## src/hw/rtl/trimmed_mean_adc_averager_defines.svh

```systemverilog
// ----------------------------------------------------------------------------
// Assertion macros for the trimmed mean averager
// Shared helpers for concurrent checks clocked on clk, reset by arst_n.
// ----------------------------------------------------------------------------
`ifndef TRIMMED_MEAN_ADC_AVERAGER_DEFINES_SVH
`define TRIMMED_MEAN_ADC_AVERAGER_DEFINES_SVH

// Same-cycle implication.
`define TMA_ASSERT_NOW(lbl, ante, cons, msg) \
	lbl: assert property (@(posedge clk) disable iff (!arst_n) (ante) |-> (cons)) \
		else $error(msg);

// Next-cycle implication.
`define TMA_ASSERT_NEXT(lbl, ante, cons, msg) \
	lbl: assert property (@(posedge clk) disable iff (!arst_n) (ante) |=> (cons)) \
		else $error(msg);

`endif

```

## src/hw/rtl/tma_pkg.sv

```systemverilog
// ----------------------------------------------------------------------------
// tma_pkg
// Widths, constants, state encoding and interface structs of the averager.
// ----------------------------------------------------------------------------
`default_nettype none

package tma_pkg;

	localparam int SMP_W      = 24;
	localparam int SUM_W      = 28;
	localparam int CNT_W      = 4;
	localparam int MV_W       = 29;
	localparam int MV_SCALE_W = 13;
	localparam int PROD_W     = SMP_W - 1 + MV_SCALE_W;
	localparam int MV_SHIFT   = 7;
	localparam int DIV_STEP_W = $clog2(SUM_W);

	localparam logic [MV_SCALE_W-1:0] MV_SCALE  = 13'd5000;
	localparam logic [CNT_W-1:0]      CNT_RESET = 4'd10;
	localparam logic [CNT_W-1:0]      CNT_MIN   = 4'd3;

	typedef enum logic [2:0] {
		ST_IDLE,
		ST_EVAL,
		ST_DIV,
		ST_SCALE,
		ST_LOAD
	} tma_state_t;

	typedef struct packed {
		logic             load;
		logic             clear;
		logic [SMP_W-1:0] smp;
	} tma_acc_ctl_t;

	typedef struct packed {
		logic [SUM_W-1:0] sum;
		logic [SMP_W-1:0] low;
		logic [SMP_W-1:0] high;
		logic [CNT_W-1:0] taken;
	} tma_acc_st_t;

	typedef struct packed {
		logic             start;
		logic [SUM_W-1:0] dividend;
		logic [CNT_W-1:0] divisor;
	} tma_div_req_t;

endpackage

`default_nettype wire

```

## src/hw/rtl/tma_accum.sv

```systemverilog
// ----------------------------------------------------------------------------
// tma_accum
// Running sum, lowest and highest sample, and sample count of one set.
// ----------------------------------------------------------------------------
`default_nettype none

module tma_accum
	import tma_pkg::*;
(
	input  wire           clk,
	input  wire           arst_n,
	input  wire tma_acc_ctl_t ctl,
	output tma_acc_st_t   st
);

	logic [SUM_W-1:0] sum_q;
	logic [SMP_W-1:0] low_q;
	logic [SMP_W-1:0] high_q;
	logic [CNT_W-1:0] taken_q;
	logic             first;

	assign first = (taken_q == '0);

	always_ff @(posedge clk or negedge arst_n) begin
		if (!arst_n) begin
			sum_q   <= '0;
			low_q   <= '0;
			high_q  <= '0;
			taken_q <= '0;
		end else if (ctl.clear) begin
			sum_q   <= '0;
			low_q   <= '0;
			high_q  <= '0;
			taken_q <= '0;
		end else if (ctl.load) begin
			// The first sample of a set seeds both extremes.
			if (first || ctl.smp < low_q) begin
				low_q <= ctl.smp;
			end
			if (first || ctl.smp > high_q) begin
				high_q <= ctl.smp;
			end
			sum_q   <= sum_q + SUM_W'(ctl.smp);
			taken_q <= taken_q + CNT_W'(1);
		end
	end

	assign st.sum   = sum_q;
	assign st.low   = low_q;
	assign st.high  = high_q;
	assign st.taken = taken_q;

endmodule

`default_nettype wire

```

## src/hw/rtl/tma_div.sv

```systemverilog
// ----------------------------------------------------------------------------
// tma_div
// Restoring divider: one quotient bit per cycle through a shared subtractor.
// ----------------------------------------------------------------------------
`default_nettype none

module tma_div
	import tma_pkg::*;
(
	input  wire               clk,
	input  wire               arst_n,
	input  wire tma_div_req_t req,
	output logic              done,
	output logic [SMP_W-1:0]  quotient
);

	logic [SUM_W-1:0]      quo_q;
	logic [CNT_W-1:0]      rem_q;
	logic [CNT_W-1:0]      dvs_q;
	logic [DIV_STEP_W-1:0] cnt_q;
	logic                  busy_q;
	logic                  done_q;

	logic [CNT_W:0]        rem_sh;
	logic [CNT_W:0]        diff;
	logic                  ge;
	logic                  last_step;

	assign rem_sh    = {rem_q, quo_q[SUM_W-1]};
	assign ge        = (rem_sh >= {1'b0, dvs_q});
	assign diff      = rem_sh - {1'b0, dvs_q};
	assign last_step = (cnt_q == DIV_STEP_W'(SUM_W - 1));

	always_ff @(posedge clk or negedge arst_n) begin
		if (!arst_n) begin
			busy_q <= 1'b0;
			done_q <= 1'b0;
			cnt_q  <= '0;
		end else begin
			done_q <= busy_q && last_step;
			if (req.start) begin
				busy_q <= 1'b1;
				cnt_q  <= '0;
			end else if (busy_q) begin
				cnt_q <= cnt_q + DIV_STEP_W'(1);
				if (last_step) begin
					busy_q <= 1'b0;
				end
			end
		end
	end

	// The remainder stays below the divisor, so four bits hold it.
	always_ff @(posedge clk) begin
		if (req.start) begin
			quo_q <= req.dividend;
			rem_q <= '0;
			dvs_q <= req.divisor;
		end else if (busy_q) begin
			quo_q <= {quo_q[SUM_W-2:0], ge};
			rem_q <= ge ? diff[CNT_W-1:0] : rem_sh[CNT_W-1:0];
		end
	end

	assign done     = done_q;
	assign quotient = quo_q[SMP_W-1:0];

endmodule

`default_nettype wire

```

## src/hw/rtl/trimmed_mean_adc_averager.sv

```systemverilog
// ----------------------------------------------------------------------------
// trimmed_mean_adc_averager
// Averages a set of converter samples with the lowest and highest dropped,
// and scales the result to millivolts in unsigned Q.16.
// ----------------------------------------------------------------------------
//
//  channel  | handshake                  | payload
//  ---------+----------------------------+-------------------------------------
//  input    | in_valid / in_stall        | sample, read_failed
//  output   | out_valid / out_stall      | average, millivolts_q16, failed
//  config   | cfg_wr_en                  | cfg_wr_data (sample_count)
//
//  A sample that does not close its set goes ST_EVAL then ST_IDLE; a failed read
//  goes ST_LOAD. A closing sample runs ST_EVAL, ST_DIV (one-bit-per-cycle divider),
//  ST_SCALE and ST_LOAD, and skips ST_DIV when all samples of the set match.
//  The input stalls while a beat is in work; a result waiting in the output
//  register does not stall the next input until another result is ready.
//  Reset clears the set and sets sample_count to 10.
// ----------------------------------------------------------------------------
`default_nettype none
`include "trimmed_mean_adc_averager_defines.svh"

module trimmed_mean_adc_averager
	import tma_pkg::*;
#(
	parameter int MAX_SAMPLES = 11
) (
	input  wire                    clk,
	input  wire                    arst_n,
	input  wire                    cfg_wr_en,
	input  wire  [CNT_W-1:0]       cfg_wr_data,
	input  wire                    in_valid,
	output logic                   in_stall,
	input  wire  [SMP_W-1:0]       sample,
	input  wire                    read_failed,
	output logic                   out_valid,
	input  wire                    out_stall,
	output logic [SMP_W-1:0]       average,
	output logic [MV_W-1:0]        millivolts_q16,
	output logic                   failed
);

	// The sample counter is four bits wide, so a larger limit never bites.
	localparam int                CNT_HI_INT = (MAX_SAMPLES > 15) ? 15 : MAX_SAMPLES;
	localparam logic [CNT_W-1:0] CNT_HI     = CNT_W'(CNT_HI_INT);

	tma_state_t        state_q, state_d;
	logic [CNT_W-1:0]  cfg_q;
	logic [CNT_W-1:0]  eff_n;

	tma_acc_ctl_t      acc_ctl;
	tma_acc_st_t       acc_st;
	tma_div_req_t      div_req;
	logic              div_done;
	logic [SMP_W-1:0]  div_quo;

	logic              in_acc;
	logic              set_done;
	logic              same;
	logic              out_free;
	logic              out_load;

	logic [SMP_W-1:0]  avg_q;
	logic [MV_W-1:0]   mv_q;
	logic              fail_q;
	logic [PROD_W-1:0] prod_a, prod_b, prod;

	logic              out_valid_q;
	logic [SMP_W-1:0]  average_q;
	logic [MV_W-1:0]   mv_out_q;
	logic              failed_q;

	always_comb begin
		eff_n = cfg_q;
		if (cfg_q < CNT_MIN) begin
			eff_n = CNT_MIN;
		end else if (cfg_q > CNT_HI) begin
			eff_n = CNT_HI;
		end
	end

	assign in_acc   = in_valid && !in_stall;
	assign set_done = (acc_st.taken >= eff_n);
	assign same     = (acc_st.low == acc_st.high);
	assign out_free = !out_valid_q || !out_stall;

	tma_accum u_accum (
		.clk    (clk),
		.arst_n (arst_n),
		.ctl    (acc_ctl),
		.st     (acc_st)
	);

	tma_div u_div (
		.clk      (clk),
		.arst_n   (arst_n),
		.req      (div_req),
		.done     (div_done),
		.quotient (div_quo)
	);

	always_comb begin
		state_d          = state_q;
		in_stall         = 1'b1;
		out_load         = 1'b0;
		acc_ctl.load     = 1'b0;
		acc_ctl.clear    = 1'b0;
		acc_ctl.smp      = sample;
		div_req.start    = 1'b0;
		div_req.dividend = acc_st.sum - SUM_W'(acc_st.low) - SUM_W'(acc_st.high);
		div_req.divisor  = acc_st.taken - CNT_W'(2);
		unique case (state_q)
			ST_IDLE: begin
				in_stall = 1'b0;
				if (in_valid) begin
					if (read_failed) begin
						acc_ctl.clear = 1'b1;
						state_d       = ST_LOAD;
					end else begin
						acc_ctl.load = 1'b1;
						state_d      = ST_EVAL;
					end
				end
			end
			ST_EVAL: begin
				if (!set_done) begin
					state_d = ST_IDLE;
				end else begin
					acc_ctl.clear = 1'b1;
					if (same) begin
						state_d = ST_SCALE;
					end else begin
						div_req.start = 1'b1;
						state_d       = ST_DIV;
					end
				end
			end
			ST_DIV: begin
				if (div_done) begin
					state_d = ST_SCALE;
				end
			end
			ST_SCALE: begin
				state_d = ST_LOAD;
			end
			ST_LOAD: begin
				if (out_free) begin
					out_load = 1'b1;
					state_d  = ST_IDLE;
				end
			end
			default: begin
				state_d = ST_IDLE;
			end
		endcase
	end

	always_ff @(posedge clk or negedge arst_n) begin
		if (!arst_n) begin
			state_q     <= ST_IDLE;
			cfg_q       <= CNT_RESET;
			out_valid_q <= 1'b0;
		end else begin
			state_q <= state_d;
			if (cfg_wr_en) begin
				cfg_q <= cfg_wr_data;
			end
			if (out_load) begin
				out_valid_q <= 1'b1;
			end else if (!out_stall) begin
				out_valid_q <= 1'b0;
			end
		end
	end

	// Offset from half scale times 5000; only the 23 low bits matter when bit 23 is set.
	assign prod_a = {{(PROD_W - SMP_W + 1){1'b0}}, avg_q[SMP_W-2:0]};
	assign prod_b = {{(PROD_W - MV_SCALE_W){1'b0}}, MV_SCALE};
	assign prod   = prod_a * prod_b;

	always_ff @(posedge clk) begin
		if (in_acc) begin
			fail_q <= read_failed;
			avg_q  <= '0;
			mv_q   <= '0;
		end
		if (state_q == ST_EVAL && set_done && same) begin
			avg_q <= acc_st.low;
		end
		if (state_q == ST_DIV && div_done) begin
			avg_q <= div_quo;
		end
		if (state_q == ST_SCALE) begin
			mv_q <= avg_q[SMP_W-1] ? prod[MV_SHIFT +: MV_W] : '0;
		end
		if (out_load) begin
			average_q <= avg_q;
			mv_out_q  <= mv_q;
			failed_q  <= fail_q;
		end
	end

	assign out_valid      = out_valid_q;
	assign average        = average_q;
	assign millivolts_q16 = mv_out_q;
	assign failed         = failed_q;

	`TMA_ASSERT_NEXT(a_busy_after_accept, in_acc, in_stall, "input taken while busy")
	`TMA_ASSERT_NOW(a_fail_zero, out_valid && failed, average == '0 && millivolts_q16 == '0, "failed beat carries data")
	`TMA_ASSERT_NOW(a_low_half_zero, out_valid && !average[SMP_W-1], millivolts_q16 == '0, "voltage set below half scale")
	`TMA_ASSERT_NOW(a_div_done_state, div_done, state_q == ST_DIV, "divider finished outside divide state")

endmodule

`default_nettype wire
```

## config.mk

```make
export PLATFORM = sky130hd
export DESIGN_NAME = trimmed_mean_adc_averager
export DESIGN_NICKNAME = d
export VERILOG_FILES = /design/src/hw/rtl/tma_pkg.sv /design/src/hw/rtl/tma_accum.sv /design/src/hw/rtl/tma_div.sv /design/src/hw/rtl/trimmed_mean_adc_averager.sv
export VERILOG_INCLUDE_DIRS = /design/src /design/src/hw/rtl
export SDC_FILE = /design/constraint.sdc
export NUM_CORES = 1
export LEC_CHECK = 0
export ABC_AREA = 1
export CORE_MARGIN = 4
export CORE_UTILIZATION = 39
export CTS_CLUSTER_DIAMETER = 30
export DETAILED_ROUTE_END_ITERATION = 16
export DONT_BUFFER_PORTS = 1
export SYNTH_ARGS = -nofsm -noshare
export SYNTH_HDL_FRONTEND = slang
export SYNTH_SLANG_ARGS = --single-unit
```

## constraint.sdc

```tcl
create_clock -name clk -period 5.1 [get_ports clk]
set_clock_uncertainty 0.2 [all_clocks]
set_input_delay 0.255 -clock clk [delete_from_list [all_inputs] [get_ports clk]]
set_output_delay 0.255 -clock clk [all_outputs]
set_load 0.1 [all_outputs]
```

==> results.md <==
- # nets final: 2770
- # rows: 80
- Grt ovf: 0
- Total nets after synthesis: 2688
- Grt peak-use layer: met2
- Synth Register Bits: 239
- Wire per inst: 16.8 microns
- TritonCTS clock tree: done
- CP arrival: 4.95 ns
- Max clock buf depth: 3
- Die ar.: 52300 sq um
- Final setup fails: 0
- Final critical-path share of the clock period: 0.949
- Crit path cell chain: inv_1 -> fa_1 -> inv_1 -> ha_1 -> fa_1 -> ha_1 -> inv_1 -> fa_1 -> inv_1 -> ha_1 -> a21oi_1 -> a21boi_1 -> nand3_1 -> nand2_1 -> nand3_1 -> nand2_1 -> nor2_1
- Period minus WS final: 4.84 ns
- Crit path max-delay family: adder cells
- Htree depth: 3
- DR vias: 15.7k
- Met3 Use GR: 0.0444
- Max-Cap Viols: 0
- Yosys cell types: 45
- Outcome: completed
- Die Height: 229 microns
- Slowest CP cell: fa_1
- Post-synthesis cell area: 19000 sq um
- # diodes: 0
- Most used cell, CP: inv_1
- Register area: 6660 sq um
- DRT iter0 DRCs: 1036
- Global-route wire length before repair: 83900 microns
- Crit Path Max Fanout: 5
- Hpwl dp: 40800 microns
- Fraction of registers with async set/reset: 0.397
- Area leader, netlist: edfxtp_1
- Mapped Cells: 2347
- Post-synth EDFFs: 140
- Area of the multi-input gates: 10600 sq um
- Sequential area share after synthesis: 0.351
- Tot GR Track Use: 0.201
- Critical path required time: 5.21 ns
- Most frequent cells in the layout: nand2_1, inv_1, ha_1, nor2_1, nand3_1
- Clk slew on worst S/H paths: 0.05 ns
- Slew Limit Fails: 0
- Via density: 5.06
- Setup TNS: 0 ns
- Crit Path Category: reg -> reg
- Ys flop type: edfxtp_1
- Root buf cell: clkbuf_16
- Hold Crit Class: in -> async
- Met1 global-route usage: 0.245
- Drc violations: 0
- Routed Antenna Nets: 0
- M2 GR Usage: 0.350
- Area growth syn-to-layout: 18.3%
- Area contributors post-synth: edfxtp_1, ha_1, dfrtp_1, nand2_1, fa_1
- TritonRoute pass-1 iters: 7
- Final hold violation count: 0
- Worst slew margin: 0.337
- Post-synth top area share: 0.221
- Filler cells: 4646
- Port bufs: 0
- CP endpoint kind: flip-flop
- Critical path's largest stage delay: 0.56 ns
- Slew at the pin closest to its max-slew limit: 0.997 ns
- Vias in the first global route: 16.2k
- Commonest non-fill, non-tap cell in the layout: nand2_1
- Initial Util: 0.396
- Clock Sink Count: 239
- Gpl congestion: 0.929
- RSZ-0062 raised after global routing: false
- Startpoint Class: flip-flop
- Core Box Area: 47900 sq um
- Crit path buffers/inverters: 4
- Worst-Skew Late Latency: 0.58 ns
- Syn_area_per_cell: 8.09 sq um
- Die extent in x: 229 microns
- Share of cells above drive strength 1: 0.0640
- Io pins: 90
- Fmax: 207 MHz
- WL final: 52100 microns
- Yosys warnings: 0
- Largest net degree at the start of global routing: 96
- Initial antenna violation count: 0
- Cts bufs inserted: 68
## worst paths after layout
kind / start / slack (ns) / cells after the start / endpoint
worst max-delay path: avg_q[8] / 0.26 / 17 / mv_q[27]
worst min-delay path: arst_n / 0.07 / 2 / u_accum.taken_q[3]
worst max register to register: avg_q[8] / 0.26 / 17 / mv_q[27]
worst min register to register: mv_q[6] / 0.21 / 0 / millivolts_q16[6]
max in group asynchronous: arst_n / 4.18 / 2 / u_accum.sum_q[2]
min in group clk: sample[1] / 0.12 / 5 / u_accum.sum_q[3]
## worst register-to-register path, cell delays in order, from the launching register on
cell and delay (ns):
edfxtp_1 0.46, inv_1 0.16, fa_1 0.56, inv_1 0.04, ha_1 0.29, fa_1 0.48, ha_1 0.30, inv_1 0.05
fa_1 0.49, inv_1 0.04, ha_1 0.35, a21oi_1 0.22, a21boi_1 0.32, nand3_1 0.24, nand2_1 0.17, nand3_1 0.09
nand2_1 0.06, nor2_1 0.05
## Yosys cell counts, types with 2 or more instances
| library cell | count |
|---|---|
| a21oi_1 | 129 |
| nor3b_1 | 2 |
| nand2_2 | 3 |
| o21bai_1 | 7 |
| mux2_2 | 3 |
| a21boi_0 | 4 |
| nand2_1 | 597 |
| a21o_1 | 11 |
| and2_1 | 2 |
| buf_2 | 17 |
| o21a_1 | 6 |
| o21ai_0 | 116 |
| dfrtp_1 | 93 |
| nor4_1 | 2 |
| buf_4 | 5 |
| xor2_1 | 9 |
| or2_2 | 3 |
| fa_1 | 82 |
| nand3_1 | 154 |
| o21ai_1 | 11 |
| o211ai_1 | 2 |
| nor2_1 | 201 |
| edfxtp_1 | 140 |
| nor3_1 | 29 |
| ha_1 | 225 |
| nor2_4 | 4 |
| inv_2 | 2 |
| dfxtp_1 | 4 |
| nand4_1 | 25 |
| inv_1 | 406 |
| nand2_4 | 4 |
| xnor2_1 | 17 |
| clkbuf_1 | 8 |
| nand3b_1 | 9 |
| dfstp_2 | 2 |
| buf_6 | 4 |
## kinds of logic (layout without fill, tap and decap cells)
family          after synthesis  in the layout  share of synthesized area
fa+ha+maj                   307            307                      0.235
flops                       239            239                      0.351
compound gates              292            292                     0.0823
simple gates               1037           1037                      0.227
mux                           3              3                    0.00178
buf+inv                     443            579                     0.0913
xor+xnor                     26             26                     0.0120
## repair_timing
action / in CTS / in global routing
setup endpoints to repair: 0 / 15
resized for setup: 0 / 12
hold endpoints to repair: 176 / 0
buffers inserted: 0 / 4
hold buffers: 34 / 0
## registers in the layout (all words and copies together), names as in the netlist, 3 cells and up
name / cells
u_div.rem_q: 4
average: 24
u_div.quo_q: 28
u_accum.low_q: 24
mv_q: 29
avg_q: 24
u_accum.taken_q: 4
cfg_q: 4
u_div.dvs_q: 4
u_accum.high_q: 24
millivolts_q16: 29
state_q: 3
u_div.cnt_q: 5
u_accum.sum_q: 28
## routing by layer
| metal | wire [microns] | vias to the layer above | part of all wire |
|---|---|---|---|
| li1 | - | 7789 | - |
| met1 | 22300 | 7425 | 0.43 |
| met2 | 25500 | 365 | 0.49 |
| met3 | 2630 | 110 | 0.050 |
| met4 | 1730 | 0 | 0.033 |
| met5 | 0 | - | 0 |
## metrics by stage
| stage | hold slack, ns | setup slack (ns) | cells | utilization | instance area [sq um] |
|---|---|---|---|---|---|
| global route | 0.107 | 0.0192 | 3098 | 0.469 | 22500 |
| finish | 0.0660 | 0.262 | 3098 | 0.469 | 22500 |
| CTS | 0.0765 | 0.105 | 3094 | 0.468 | 22400 |
| global placement | -0.237 | 0.166 | 2936 | 0.410 | 19600 |
| detailed placement | -0.234 | 0.133 | 2936 | 0.410 | 19600 |
| floorplan | -0.241 | 0.773 | 2347 | - | 19000 |
## final cells by class
class / count / share of cell area
Clock buffer: 89 / 0.0865
Clock inverter: 35 / 0.0211
Inverter: 408 / 0.0681
Multi-Input combinational cell: 1665 / 0.473
Sequential cell: 239 / 0.296
Tap cell: 615 / 0.0342
Timing Repair Buffer: 47 / 0.0203
Power is left out: the tool's default activity adds up to more than one toggle a clock period on the data nets, which glitch-free logic cannot reach.
